<file path="src/ssp_pkg.sv">
// shared types, codes and constants of the speech synthesizer parameter interface
package ssp_pkg;

  // parameter frame layout
  localparam int unsigned NSLOTS   = 7;
  localparam int unsigned SLOT_W   = 3;
  localparam int unsigned BYTE_W   = 8;
  localparam int unsigned REP_W    = 5;
  localparam int unsigned REP_LSB  = 3;

  // configuration port
  localparam int unsigned PADDR_W  = 3;
  localparam int unsigned PDATA_W  = 32;

  // status bits
  localparam int unsigned ST_BUSY  = 7;
  localparam int unsigned ST_REQ   = 6;
  localparam int unsigned ST_EXT   = 5;
  localparam int unsigned ST_ERR   = 4;

  // status words written as a whole
  localparam logic [BYTE_W-1:0] STATUS_IDLE  = 8'h00;
  localparam logic [BYTE_W-1:0] STATUS_ERROR = 8'h10;
  localparam logic [BYTE_W-1:0] STATUS_EXT   = 8'he0;

  // command bytes
  localparam logic [BYTE_W-1:0] CMD_START_EXT = 8'hfe;
  localparam logic [BYTE_W-1:0] CMD_STOP      = 8'hff;
  localparam logic [BYTE_W-1:0] CMD_STOP_MAX  = 8'h04;

  // last slot of a frame
  localparam logic [SLOT_W-1:0] SLOT_LAST = 3'(NSLOTS - 1);

  // register indexes
  localparam logic REG_IRQ_ENABLE = 1'b0;

  typedef logic [BYTE_W-1:0] byte_t;
  typedef logic [SLOT_W-1:0] slot_t;

  // input item opcodes
  typedef enum logic [2:0] {
    OP_DATA   = 3'd0,
    OP_MODE   = 3'd1,
    OP_CMD    = 3'd2,
    OP_STATUS = 3'd3,
    OP_TICK   = 3'd4
  } op_e;

endpackage

</file>
<file path="src/ssp_if.sv">
// valid/ready channels for input items and result items
interface ssp_in_if;
  logic                          valid;
  logic                          ready;
  logic [2:0]                    opcode;
  logic [ssp_pkg::BYTE_W-1:0]    bus_data;

  modport source (output valid, opcode, bus_data, input ready);
  modport sink (input valid, opcode, bus_data, output ready);
endinterface

interface ssp_out_if;
  logic                          valid;
  logic                          ready;
  logic [ssp_pkg::BYTE_W-1:0]    status;
  logic                          irq;
  logic                          param_valid;
  logic [ssp_pkg::SLOT_W-1:0]    param_index;
  logic [ssp_pkg::BYTE_W-1:0]    param_value;
  logic                          last;

  modport source (output valid, status, irq, param_valid, param_index, param_value, last,
                  input ready);
  modport sink (input valid, status, irq, param_valid, param_index, param_value, last,
                output ready);
endinterface

</file>
<file path="src/speech_synth_param_interface.sv">
// top level: bus decode, frame collection and frame hand-over of the speech synthesizer
// the first result of an accepted item is registered straight into the output register
// throughput: one item per cycle while out ready is high; a frame tick holds the output for
//   seven results, one slot per such cycle, and the next item is taken with the last of them
// reset (async, active low): status idle, buffer and counters zero, irq_enable set
// configuration is to be written through the apb port while no item is in flight; not enforced
module speech_synth_param_interface (
  input  logic                         clk_i,
  input  logic                         rst_ni,
  input  logic                         psel,
  input  logic                         penable,
  input  logic                         pwrite,
  input  logic [ssp_pkg::PADDR_W-1:0]  paddr,
  input  logic [ssp_pkg::PDATA_W-1:0]  pwdata,
  output logic [ssp_pkg::PDATA_W-1:0]  prdata,
  output logic                         pready,
  ssp_in_if.sink                       in_i,
  ssp_out_if.source                    out_o
);

  // configuration
  logic irq_enable_q;
  logic cfg_wr;

  // synthesizer state
  ssp_pkg::byte_t                  status_q, status_d;
  ssp_pkg::byte_t                  buf_q [ssp_pkg::NSLOTS];
  ssp_pkg::byte_t                  buf_d [ssp_pkg::NSLOTS];
  ssp_pkg::slot_t                  count_q, count_d;
  logic [ssp_pkg::REP_W-1:0]       rep_q, rep_d;
  logic                            ready_q, ready_d;
  logic                            ticks_q, ticks_d;

  // output register
  logic                            out_valid_q;
  ssp_pkg::byte_t                  out_status_q;
  logic                            out_irq_q;
  logic                            out_frame_q;
  ssp_pkg::slot_t                  out_idx_q;
  ssp_pkg::byte_t                  out_buf_q [ssp_pkg::NSLOTS];

  logic                            in_acc;
  logic                            out_last;
  logic                            out_acc;
  logic                            irq_d;
  logic                            emit_d;
  ssp_pkg::op_e                    op;
  ssp_pkg::slot_t                  count_inc;

  // apb register access
  assign pready = 1'b1;
  assign cfg_wr = psel && penable && pwrite;
  assign prdata = (paddr[2] == ssp_pkg::REG_IRQ_ENABLE) ?
                  ssp_pkg::PDATA_W'(irq_enable_q) : '0;

  always_ff @(posedge clk_i or negedge rst_ni) begin
    if (!rst_ni) begin
      irq_enable_q <= 1'b1;
    end else if (cfg_wr && paddr[2] == ssp_pkg::REG_IRQ_ENABLE) begin
      irq_enable_q <= pwdata[0];
    end
  end

  // handshakes
  assign out_last = !out_frame_q || (out_idx_q == ssp_pkg::SLOT_LAST);
  assign out_acc  = out_valid_q && out_o.ready;
  assign in_i.ready = !out_valid_q || (out_o.ready && out_last);
  assign in_acc   = in_i.valid && in_i.ready;

  assign op        = ssp_pkg::op_e'(in_i.opcode);
  assign count_inc = count_q + 1'b1;

  // next state for one item
  always_comb begin
    status_d = status_q;
    buf_d    = buf_q;
    count_d  = count_q;
    rep_d    = rep_q;
    ready_d  = ready_q;
    ticks_d  = ticks_q;
    irq_d    = 1'b0;
    emit_d   = 1'b0;
    case (op)
      ssp_pkg::OP_DATA: begin
        if (status_q[ssp_pkg::ST_BUSY] && status_q[ssp_pkg::ST_REQ]) begin
          if (rep_q == '0 || count_q != '0) begin
            // normal frame byte
            if (count_q == '0) begin
              rep_d = in_i.bus_data[ssp_pkg::BYTE_W-1:ssp_pkg::REP_LSB];
            end
            buf_d[count_q] = in_i.bus_data;
            if (count_q == ssp_pkg::SLOT_LAST) begin
              status_d[ssp_pkg::ST_REQ] = 1'b0;
              count_d = '0;
              if (rep_d != '0) begin
                rep_d = rep_d - 1'b1;
              end
              ready_d = 1'b1;
            end else begin
              count_d = count_inc;
              irq_d   = 1'b1;
            end
          end else begin
            // repeat frame: slot 0 is kept, the slots between are cleared and only the last slot is new
            for (int i = 1; i < ssp_pkg::NSLOTS - 1; i++) begin
              buf_d[i] = '0;
            end
            buf_d[ssp_pkg::SLOT_LAST] = in_i.bus_data;
            status_d[ssp_pkg::ST_REQ] = 1'b0;
            count_d = '0;
            rep_d   = rep_q - 1'b1;
            ready_d = 1'b1;
          end
        end
      end
      ssp_pkg::OP_MODE: begin
        status_d = ssp_pkg::STATUS_IDLE;
      end
      ssp_pkg::OP_CMD: begin
        // every command stops speech first
        ticks_d  = 1'b0;
        count_d  = '0;
        rep_d    = '0;
        ready_d  = 1'b0;
        status_d[ssp_pkg::ST_BUSY] = 1'b0;
        if (in_i.bus_data == ssp_pkg::CMD_START_EXT) begin
          ticks_d  = 1'b1;
          status_d = ssp_pkg::STATUS_EXT;
          irq_d    = 1'b1;
        end else if (!(in_i.bus_data == ssp_pkg::CMD_STOP ||
                       in_i.bus_data <= ssp_pkg::CMD_STOP_MAX)) begin
          status_d = ssp_pkg::STATUS_ERROR;
        end
      end
      ssp_pkg::OP_TICK: begin
        if (ticks_q) begin
          if (status_q[ssp_pkg::ST_EXT] && ready_q &&
              buf_q[0][ssp_pkg::BYTE_W-1:ssp_pkg::REP_LSB] != '0) begin
            // hand the frame over
            ready_d = 1'b0;
            status_d[ssp_pkg::ST_REQ] = 1'b1;
            irq_d  = 1'b1;
            emit_d = 1'b1;
          end else begin
            ticks_d = 1'b0;
            count_d = '0;
            rep_d   = '0;
            ready_d = 1'b0;
            status_d[ssp_pkg::ST_BUSY] = 1'b0;
            if (status_q[ssp_pkg::ST_EXT] && !ready_q) begin
              status_d = ssp_pkg::STATUS_ERROR;
            end
          end
        end
      end
      default: begin
      end
    endcase
  end

  // state registers
  always_ff @(posedge clk_i or negedge rst_ni) begin
    if (!rst_ni) begin
      status_q <= ssp_pkg::STATUS_IDLE;
      count_q  <= '0;
      rep_q    <= '0;
      ready_q  <= 1'b0;
      ticks_q  <= 1'b0;
      for (int i = 0; i < ssp_pkg::NSLOTS; i++) begin
        buf_q[i] <= '0;
      end
    end else if (in_acc) begin
      status_q <= status_d;
      count_q  <= count_d;
      rep_q    <= rep_d;
      ready_q  <= ready_d;
      ticks_q  <= ticks_d;
      buf_q    <= buf_d;
    end
  end

  // output register control
  always_ff @(posedge clk_i or negedge rst_ni) begin
    if (!rst_ni) begin
      out_valid_q <= 1'b0;
      out_idx_q   <= '0;
      out_frame_q <= 1'b0;
    end else if (in_acc) begin
      out_valid_q <= 1'b1;
      out_idx_q   <= '0;
      out_frame_q <= emit_d;
    end else if (out_acc) begin
      if (out_last) begin
        out_valid_q <= 1'b0;
      end else begin
        out_idx_q <= out_idx_q + 1'b1;
      end
    end
  end

  // output payload, captured with every accepted item; frame bytes are snapshotted from the buffer
  always_ff @(posedge clk_i) begin
    if (in_acc) begin
      out_status_q <= status_d;
      out_irq_q    <= irq_d;
      out_buf_q    <= buf_q;
    end
  end

  assign out_o.valid       = out_valid_q;
  assign out_o.status      = out_status_q;
  assign out_o.last        = out_last;
  assign out_o.irq         = out_irq_q && out_last && irq_enable_q;
  assign out_o.param_valid = out_frame_q;
  assign out_o.param_index = out_frame_q ? out_idx_q : '0;
  assign out_o.param_value = out_frame_q ? out_buf_q[out_idx_q] : '0;

  // checks
  a_no_accept_mid_frame: assert property (@(posedge clk_i) disable iff (!rst_ni)
    (out_o.valid && !out_o.last) |-> !in_i.ready)
    else $error("item accepted while a frame is still being handed over");

  a_slot_advance: assert property (@(posedge clk_i) disable iff (!rst_ni)
    (out_o.valid && out_o.ready && out_o.param_valid && !out_o.last) |=>
    (out_o.valid && out_o.param_valid &&
     out_o.param_index == $past(out_o.param_index) + 3'd1))
    else $error("frame slots not handed over in order");

  a_irq_on_last: assert property (@(posedge clk_i) disable iff (!rst_ni)
    (out_o.valid && out_o.irq) |-> out_o.last)
    else $error("irq on a result that is not the last of its item");

  a_count_range: assert property (@(posedge clk_i) disable iff (!rst_ni)
    count_q != 3'(ssp_pkg::NSLOTS))
    else $error("parameter count beyond frame length");

endmodule
</file>
<file path="src/flat_wrapper.sv">
// flat-port wrapper written by rule: the top's interface ports become plain ports
module speech_synth_param_interface_flat 
  (clk_i, rst_ni, psel, penable, pwrite, paddr, pwdata, prdata, pready, in_i_valid, in_i_opcode, in_i_bus_data, in_i_ready, out_o_valid, out_o_status, out_o_irq, out_o_param_valid, out_o_param_index, out_o_param_value, out_o_last, out_o_ready);
  ssp_in_if in_i_i ();
  ssp_out_if out_o_i ();
  input  logic clk_i;
  input  logic rst_ni;
  input  logic psel;
  input  logic penable;
  input  logic pwrite;
  input  logic [ssp_pkg::PADDR_W-1:0] paddr;
  input  logic [ssp_pkg::PDATA_W-1:0] pwdata;
  output logic [ssp_pkg::PDATA_W-1:0] prdata;
  output logic pready;
  input wire logic [$bits(in_i_i.valid)-1:0] in_i_valid;
  input wire logic [$bits(in_i_i.opcode)-1:0] in_i_opcode;
  input wire logic [$bits(in_i_i.bus_data)-1:0] in_i_bus_data;
  output wire logic [$bits(in_i_i.ready)-1:0] in_i_ready;
  output wire logic [$bits(out_o_i.valid)-1:0] out_o_valid;
  output wire logic [$bits(out_o_i.status)-1:0] out_o_status;
  output wire logic [$bits(out_o_i.irq)-1:0] out_o_irq;
  output wire logic [$bits(out_o_i.param_valid)-1:0] out_o_param_valid;
  output wire logic [$bits(out_o_i.param_index)-1:0] out_o_param_index;
  output wire logic [$bits(out_o_i.param_value)-1:0] out_o_param_value;
  output wire logic [$bits(out_o_i.last)-1:0] out_o_last;
  input wire logic [$bits(out_o_i.ready)-1:0] out_o_ready;
  assign in_i_i.valid = in_i_valid;
  assign in_i_i.opcode = in_i_opcode;
  assign in_i_i.bus_data = in_i_bus_data;
  assign in_i_ready = in_i_i.ready;
  assign out_o_valid = out_o_i.valid;
  assign out_o_status = out_o_i.status;
  assign out_o_irq = out_o_i.irq;
  assign out_o_param_valid = out_o_i.param_valid;
  assign out_o_param_index = out_o_i.param_index;
  assign out_o_param_value = out_o_i.param_value;
  assign out_o_last = out_o_i.last;
  assign out_o_i.ready = out_o_ready;
  speech_synth_param_interface u_core (.clk_i(clk_i), .rst_ni(rst_ni), .psel(psel), .penable(penable), .pwrite(pwrite), .paddr(paddr), .pwdata(pwdata), .prdata(prdata), .pready(pready), .in_i(in_i_i), .out_o(out_o_i));
endmodule
</file>
<file path="config.mk">
export PLATFORM = sky130hd
export DESIGN_NAME = speech_synth_param_interface_flat
export DESIGN_NICKNAME = d
export VERILOG_FILES = /design/src/ssp_pkg.sv /design/src/ssp_if.sv /design/src/speech_synth_param_interface.sv /design/src/flat_wrapper.sv
export SDC_FILE = /design/constraint.sdc
export NUM_CORES = 1
export LEC_CHECK = 0
export BUFFER_PORTS_ARGS = -buffer_cell sky130_fd_sc_hd__buf_2
export CORE_UTILIZATION = 60
export DETAILED_ROUTE_END_ITERATION = 7
export PLACE_DENSITY = 0.81
export SYNTH_ARGS = -nofsm -noshare
export SYNTH_HDL_FRONTEND = slang
export SYNTH_SLANG_ARGS = --single-unit
</file>
<file path="constraint.sdc">
create_clock -name clk_i -period 7.3 [get_ports clk_i]
set_clock_uncertainty 0.1 [all_clocks]
set_input_delay 1.095 -clock clk_i [delete_from_list [all_inputs] [get_ports clk_i]]
set_output_delay 1.095 -clock clk_i [all_outputs]
set_load 0.02 [all_outputs]
</file>
# --- Word level (Yosys, flattened, before mapping) ---
# Cells that the tools add are included.
classes:
  add_sub_neg: 4
  n_lt_le_gt_ge: 4
  n_eq_ne: 12
  mux: 60
  n_bitwise: 3
  reduce_logical: 37
op_table:
  columns: ["op", "count"]
  rows:
  - ["bitwise mux 56 bit", 1]
  - ["2-to-1 mux 5 bit", 10]
  - ["2-to-1 mux 48 bit", 1]
  - ["2-to-1 mux 8 bit", 6]
  - ["2-to-1 mux 3 bit", 9]
  - ["binary-select mux 8 bit (select 3 bit)", 1]
  - ["demux 8 bit (select 3 bit)", 1]
  - ["2-to-1 mux 1 bit", 20]
  - ["one-hot mux 6 bit (3 select lines)", 1]
  - ["== test 8 bit, second input constant", 2]
  - ["one-hot mux 5 bit (3 select lines)", 1]
  - ["2-to-1 mux 7 bit", 2]
  - ["logical AND 1 bit", 13]
  - ["AND reduction 5 bit", 2]
  - ["nonzero test 5 bit", 2]
  - ["subtractor 5 x 1 -> 5 bit, second input constant", 2]
  - ["== test 3 bit, second input constant", 3]
  - ["one-hot mux 1 bit (3 select lines)", 3]
  - ["one-hot mux 3 bit (3 select lines)", 1]
  - ["greater-or-equal comparator 4 bit, second input constant", 2]
  - ["<= comparator 8 x 3 -> 1 bit, second input constant", 1]
  - ["NOT 3 -> 4 bit", 2]
  - ["adder 3 x 1 -> 3 bit, second input constant", 2]
  - ["logical NOT 3 bit", 2]
  - ["other kinds (18)", 30]
totals:
  ff_bits: 145
  in_bits: 53
  wordCells: 145

# --- Depth between registers and ports, before layout ---
depth:
  ltp_word: 11
  depth_mapped: 13
  depth_no_buf: 9

# --- Worst setup path before layout ---
# Ideal clock, no wire load.
synth_path:
  path_type: "register -> register"
  startpoint: "register u_core.out_idx_q[0]"
  endpoint: "register u_core.buf_q[45] (netlist name)"
  arrival_time_ps: 3309
  required_time_ps: 7068
  path_slack_ps: 3759
  path_stages_with_launch: 14
  cell_sequence: "dfrtp_1 buf_2 clkbuf_1 inv_1 ha_1 a21boi_2 inv_2 o211ai_4 inv_2 and4_1 clkbuf_1 clkbuf_1 nand2_1 o21ai_1"
synth_between:
  elab_chain_len: 6
synth_lines:
  columns: ["item", "line_no", "source"]
  rows:
  - ["from (decl)", "speech_synth_param_interface.sv:39", "ssp_pkg::slot_t out_idx_q;"]
  - ["from (signal assigned)", "speech_synth_param_interface.sv:196", "out_idx_q <= out_idx_q + 1'b1;"]
  - ["== test 3 bit", "speech_synth_param_interface.sv:65", "assign out_last = !out_frame_q || (out_idx_q == ssp_pkg::SLOT_LAST);"]
  - ["logical OR 1 bit", "speech_synth_param_interface.sv:65", null]
  - ["net out_o_last", "flat_wrapper.sv:25", "output wire logic [$bits(out_o_i.last)-1:0] out_o_last;"]
  - ["logical AND 1 bit", "speech_synth_param_interface.sv:67", "assign in_i.ready = !out_valid_q || (out_o.ready && out_last);"]
  - ["logical OR 1 bit", "speech_synth_param_interface.sv:67", null]
  - ["logical AND 1 bit", "speech_synth_param_interface.sv:68", "assign in_acc = in_i.valid && in_i.ready;"]
  - ["net u_core.in_acc", "speech_synth_param_interface.sv:42", "logic in_acc;"]
  - ["AND reduction 3 bit (no line)", null, null]
  - ["to (signal assigned)", "speech_synth_param_interface.sv:178", "buf_q <= buf_d;"]
  - ["to (decl)", "speech_synth_param_interface.sv:27", "ssp_pkg::byte_t buf_q [ssp_pkg::NSLOTS];"]
# The timed path passes the listed nets, and every way through them passes these cells.
# A chain may end at the register's enable or synchronous reset.

# --- Worst setup path in the final report ---
layout_path:
  startpoint: "register u_core.out_idx_q[1]"
  endpoint: "output out_o_param_value[3]"
layout_between:
  elab_chain_len: 5
layout_lines:
  columns: ["item", "line_no", "source"]
  rows:
  - ["NOT 3 -> 4 bit (implied by the code)", "speech_synth_param_interface.sv:216", "assign out_o.param_value = out_frame_q ? out_buf_q[out_idx_q] : '0;"]
  - ["binary-select mux 8 bit (select 3 bit)", "speech_synth_param_interface.sv:216", null]
  - ["2-to-1 mux 8 bit (implied by the code) (2 in series)", "speech_synth_param_interface.sv:216", null]
  - ["2-to-1 mux 8 bit", "speech_synth_param_interface.sv:216", null]
  - ["to (decl)", "flat_wrapper.sv:24", "output wire logic [$bits(out_o_i.param_value)-1:0] out_o_param_value;"]
# No other way between the ends. The select of a mux whose other input is x is not followed.

==> out/qor.csv <==
stage,metric,value,unit
floorplan,core box area,10900,sq um
power,Int Pwr,0.00169,W
floorplan,Initial Util,61.9,%
timing,Final WS setup,3.49,ns
worst_setup_path,critical path depth in cells,5,
timing,max-slew violations,0,
worst_setup_path,crit path launch,u_core.out_idx_q[1],
place,Post-DP Area,6920,sq um
worst_setup_path,arrival time of the worst setup path,2.61,ns
worst_setup_path,worst r2r src,u_core.out_idx_q[1],
timing,Final Critical Period,3.81,ns
finish,fin area,7540,sq um
finish,Nets,679,
worst_setup_path,slowest stage cell on the critical path,dfrtp_1,
routing,vias per cell,5.97,
clock_network,CTS root buf,clkbuf_16,
timing,Peak Freq,0.263,GHz
power,Power Dens Cells,311,nW/um^2
timing,Final setup viols,0,
power,Comb power frac,16.5,%
grt,initial antenna violation count,0,
finish,most frequent cells in the layout,"115 x nand2_1, 79 x dfrtp_1, 65 x edfxtp_1",
clock_network,CTS tree,built,
grt,GRT Residual Overflow,0,
place,dpl hpwl,8830,um
timing,final setup TNS,0,ns
routing,total vias in the final route,4623,
clock_network,total clock sinks,145,
grt,largest net degree at the start of global routing,81,
synthesis,post-synthesis sequential area ratio,58.4,%
floorplan,Die Width,108,um
synthesis,Synth Instances,594,
routing,Routed Antenna Nets,0,
finish,n_diodes,0,
synthesis,largest area contributor in the netlist,dfrtp_1,
power,NetSw,0.000648,W
synthesis,post-synth top area share,29.2,%
worst_hold_path,Hold Startpoint,u_core.buf_q[20],
finish,layout cell share with drive strength beyond 1,19.4,%
finish,FF/Latch Area,3960,sq um
synthesis,Yosys cell types,62,
worst_setup_path,CP Buf/Inv Count,1,
clock_network,postcts setup bufs,0,
clock_network,CTS Buffer Depth,2,
worst_setup_path,Worst path max stage delay,0.88,ns
power,Leak Pwr,3.18,nW
routing,WL/cell,18.0,um
synthesis,"FFs w/ async S/R, synth",55.2,%
power,Reg power frac,44.9,%
synthesis,synthesis warning total,0,
synthesis,number of synthesized flops with an enable pin,65,
clock_network,cts bufs inserted,17,
floorplan,Ports,110,
synthesis,Mapped Area,6770,sq um
worst_setup_path,startpoint types,flip-flop,
timing,Rel. slew slack,31.9,%
place,port bufs,44,
synthesis,largest cells by area after synthesis,"dfrtp_1 29%, edfxtp_1 29%, nand2_1 6.4%, buf_4 3.8%, o21ai_0 3.6%",
worst_hold_path,Hold/Removal Path Class,flip-flop to flip-flop,
power,maximum VDD drop,0.189,mV
worst_setup_path,CP Capture Type,primary output,
synthesis,Synth Flop Type,dfrtp_1,
routing,DRC viols,0,
run,max cap viols,0,
worst_setup_path,critical-path maximum fanout,22,
timing,post-route clock period utilization,52.2,%
clock_network,Hold Buf Count CTS,0,
finish,# fillers,751,
finish,multi-input logic area,2490,sq um
worst_setup_path,CP Data Required Time,6.11,ns
finish,"commonest non-fill, non-tap cell in the layout",nand2_1,
clock_network,post_cts resized,0,
place,pre-CTS setup slack,3.81,ns
floorplan,chip height,108,um
power,clock power share,38.5,%
clock_network,clock edge transition at the registers on the reported setup and hold paths,0.06,ns
finish,Area Growth Syn to Fin,11.3,%
worst_setup_path,Crit Path Class,flip-flop to primary output,
place,Placer Congestion,0.873,
grt,first-pass GRT wire length,22300,um
grt,vias in the first global route,4387,
routing,DRT Pass-1 Iters,5,
routing,Routed Wire Length,13900,um
grt,Tot GR Track Use,25.9,%
synthesis,post-synthesis area per instance,11.4,sq um
timing,Final Hold Fails,0,
synthesis,#FFs+latches synth,145,
power,sw frac,27.7,%
floorplan,# rows,38,
worst_setup_path,reg2reg path depth,8,
clock_network,H-tree level count,4,
timing,RSZ-0062 raised after global routing,false,
worst_hold_path,hold path depth,0,
floorplan,die area,11700,sq um
worst_setup_path,crit-path cells,"nor2b_1, nand2_1, o211ai_1, o211a_1, buf_2",
run_status,outcome,"finished, final reports clean",
routing,1st-iter DRT viols,429,
timing,Tightest Pin Transition,1.02,ns
worst_setup_path,Crit path max-delay family,flip-flops,
clock_network,Clock Latency Late Sink,0.42,ns
kinds of logic (layout without fill, tap and decap cells):
family,count (synthesis),count (layout),share of synthesized area [%]
buf+inv,80,90,6.71
simple gates,200,200,14.6
flops,145,145,58.4
compound gates,119,119,11.1
mux,40,40,7.71
other cells,2,32,0.111
fa+ha+maj,5,5,0.924
xor+xnor,3,3,0.388
layout make-up:
cell class                 instances  share of cell area (%)
tap                              140                    2.32
timing repair buffer              49                    3.45
clock inverter                    13                    2.26
multi-input combinational        399                    33.0
sequential                       145                    52.5
clock buffer                      19                    6.01
inverter                           9                   0.448
synthesized netlist by cell type, types with 7 or more instances:
library cell / number
nand3_1: 12
o211a_1: 8
edfxtp_1: 65
clkbuf_1: 19
buf_4: 34
inv_1: 7
o211ai_1: 10
dfrtp_1: 79
buf_2: 15
nand2_1: 115
o21ai_0: 49
mux2_2: 17
nor2_1: 12
o21ai_1: 20
mux2i_1: 15
a21oi_1: 12
mux4_2: 8
and2_1: 13
power by group through the flow:
stage / clock network, W / registers [W] / logic [W]
after floorplan: 0 / 0.00103 / 0.000329
after global placement: 0 / 0.00106 / 0.000368
after detailed placement: 0 / 0.00106 / 0.000383
after CTS: 0.000911 / 0.00105 / 0.000387
after global routing: 0.000943 / 0.00106 / 0.000434
final: 0.000903 / 0.00105 / 0.000387
final timing paths:
path	endpoint	slack [ns]
max	out_o_param_value[3]	3.49
min	u_core.out_buf_q[20]	0.34
max reg2reg	u_core.buf_q[17]	3.86
min reg2reg	u_core.out_buf_q[20]	0.34
max in group asynchronous	u_core.buf_q[15]	5.69
min in group asynchronous	u_core.buf_q[48]	0.75
through the flow:
stage / std cells / hold WS [ns] / power [W] / util [%]
finish: 774 / 0.342 / 0.00234 / 68.9
global route: 774 / 0.350 / 0.00244 / 68.9
CTS: 774 / 0.341 / 0.00235 / 68.9
detailed placement: 742 / 0.332 / 0.00145 / 63.2
global placement: 742 / 0.326 / 0.00142 / 63.2
floorplan: 624 / 0.319 / 0.00136 / -
worst register-to-register path: cells and delay by family (launching register included):
kind | cells | cell delay, ns
AOI/OAI and AO/OA | 3 | 0.98
adders and majority gates | 1 | 0.37
buffers and inverters | 2 | 0.54
DFF | 1 | 0.69
and+or+nand+nor | 2 | 0.66
metal layers:
metal	up-vias	wire length, um	GRT usage, %
met3	25	968	6.15
met4	0	252	9.69
li1	2105	-	-
met5	-	0	0
met2	215	7220	43.9
met1	2278	5500	32.3
sequential cells by signal (all words and copies together), names as in the netlist:
signal / count
u_core.buf_q: 56
u_core.status_q: 8
u_core.out_o.valid: 1
u_core.out_idx_q: 3
u_core.rep_q: 5
u_core.ticks_q: 1
u_core.ready_q: 1
u_core.out_o.status: 8
u_core.count_q: 3
u_core.out_o.param_valid: 1
u_core.out_irq_q: 1
u_core.irq_enable_q: 1
u_core.out_buf_q: 56
Note: power is estimated with default switching activity, not from simulation.
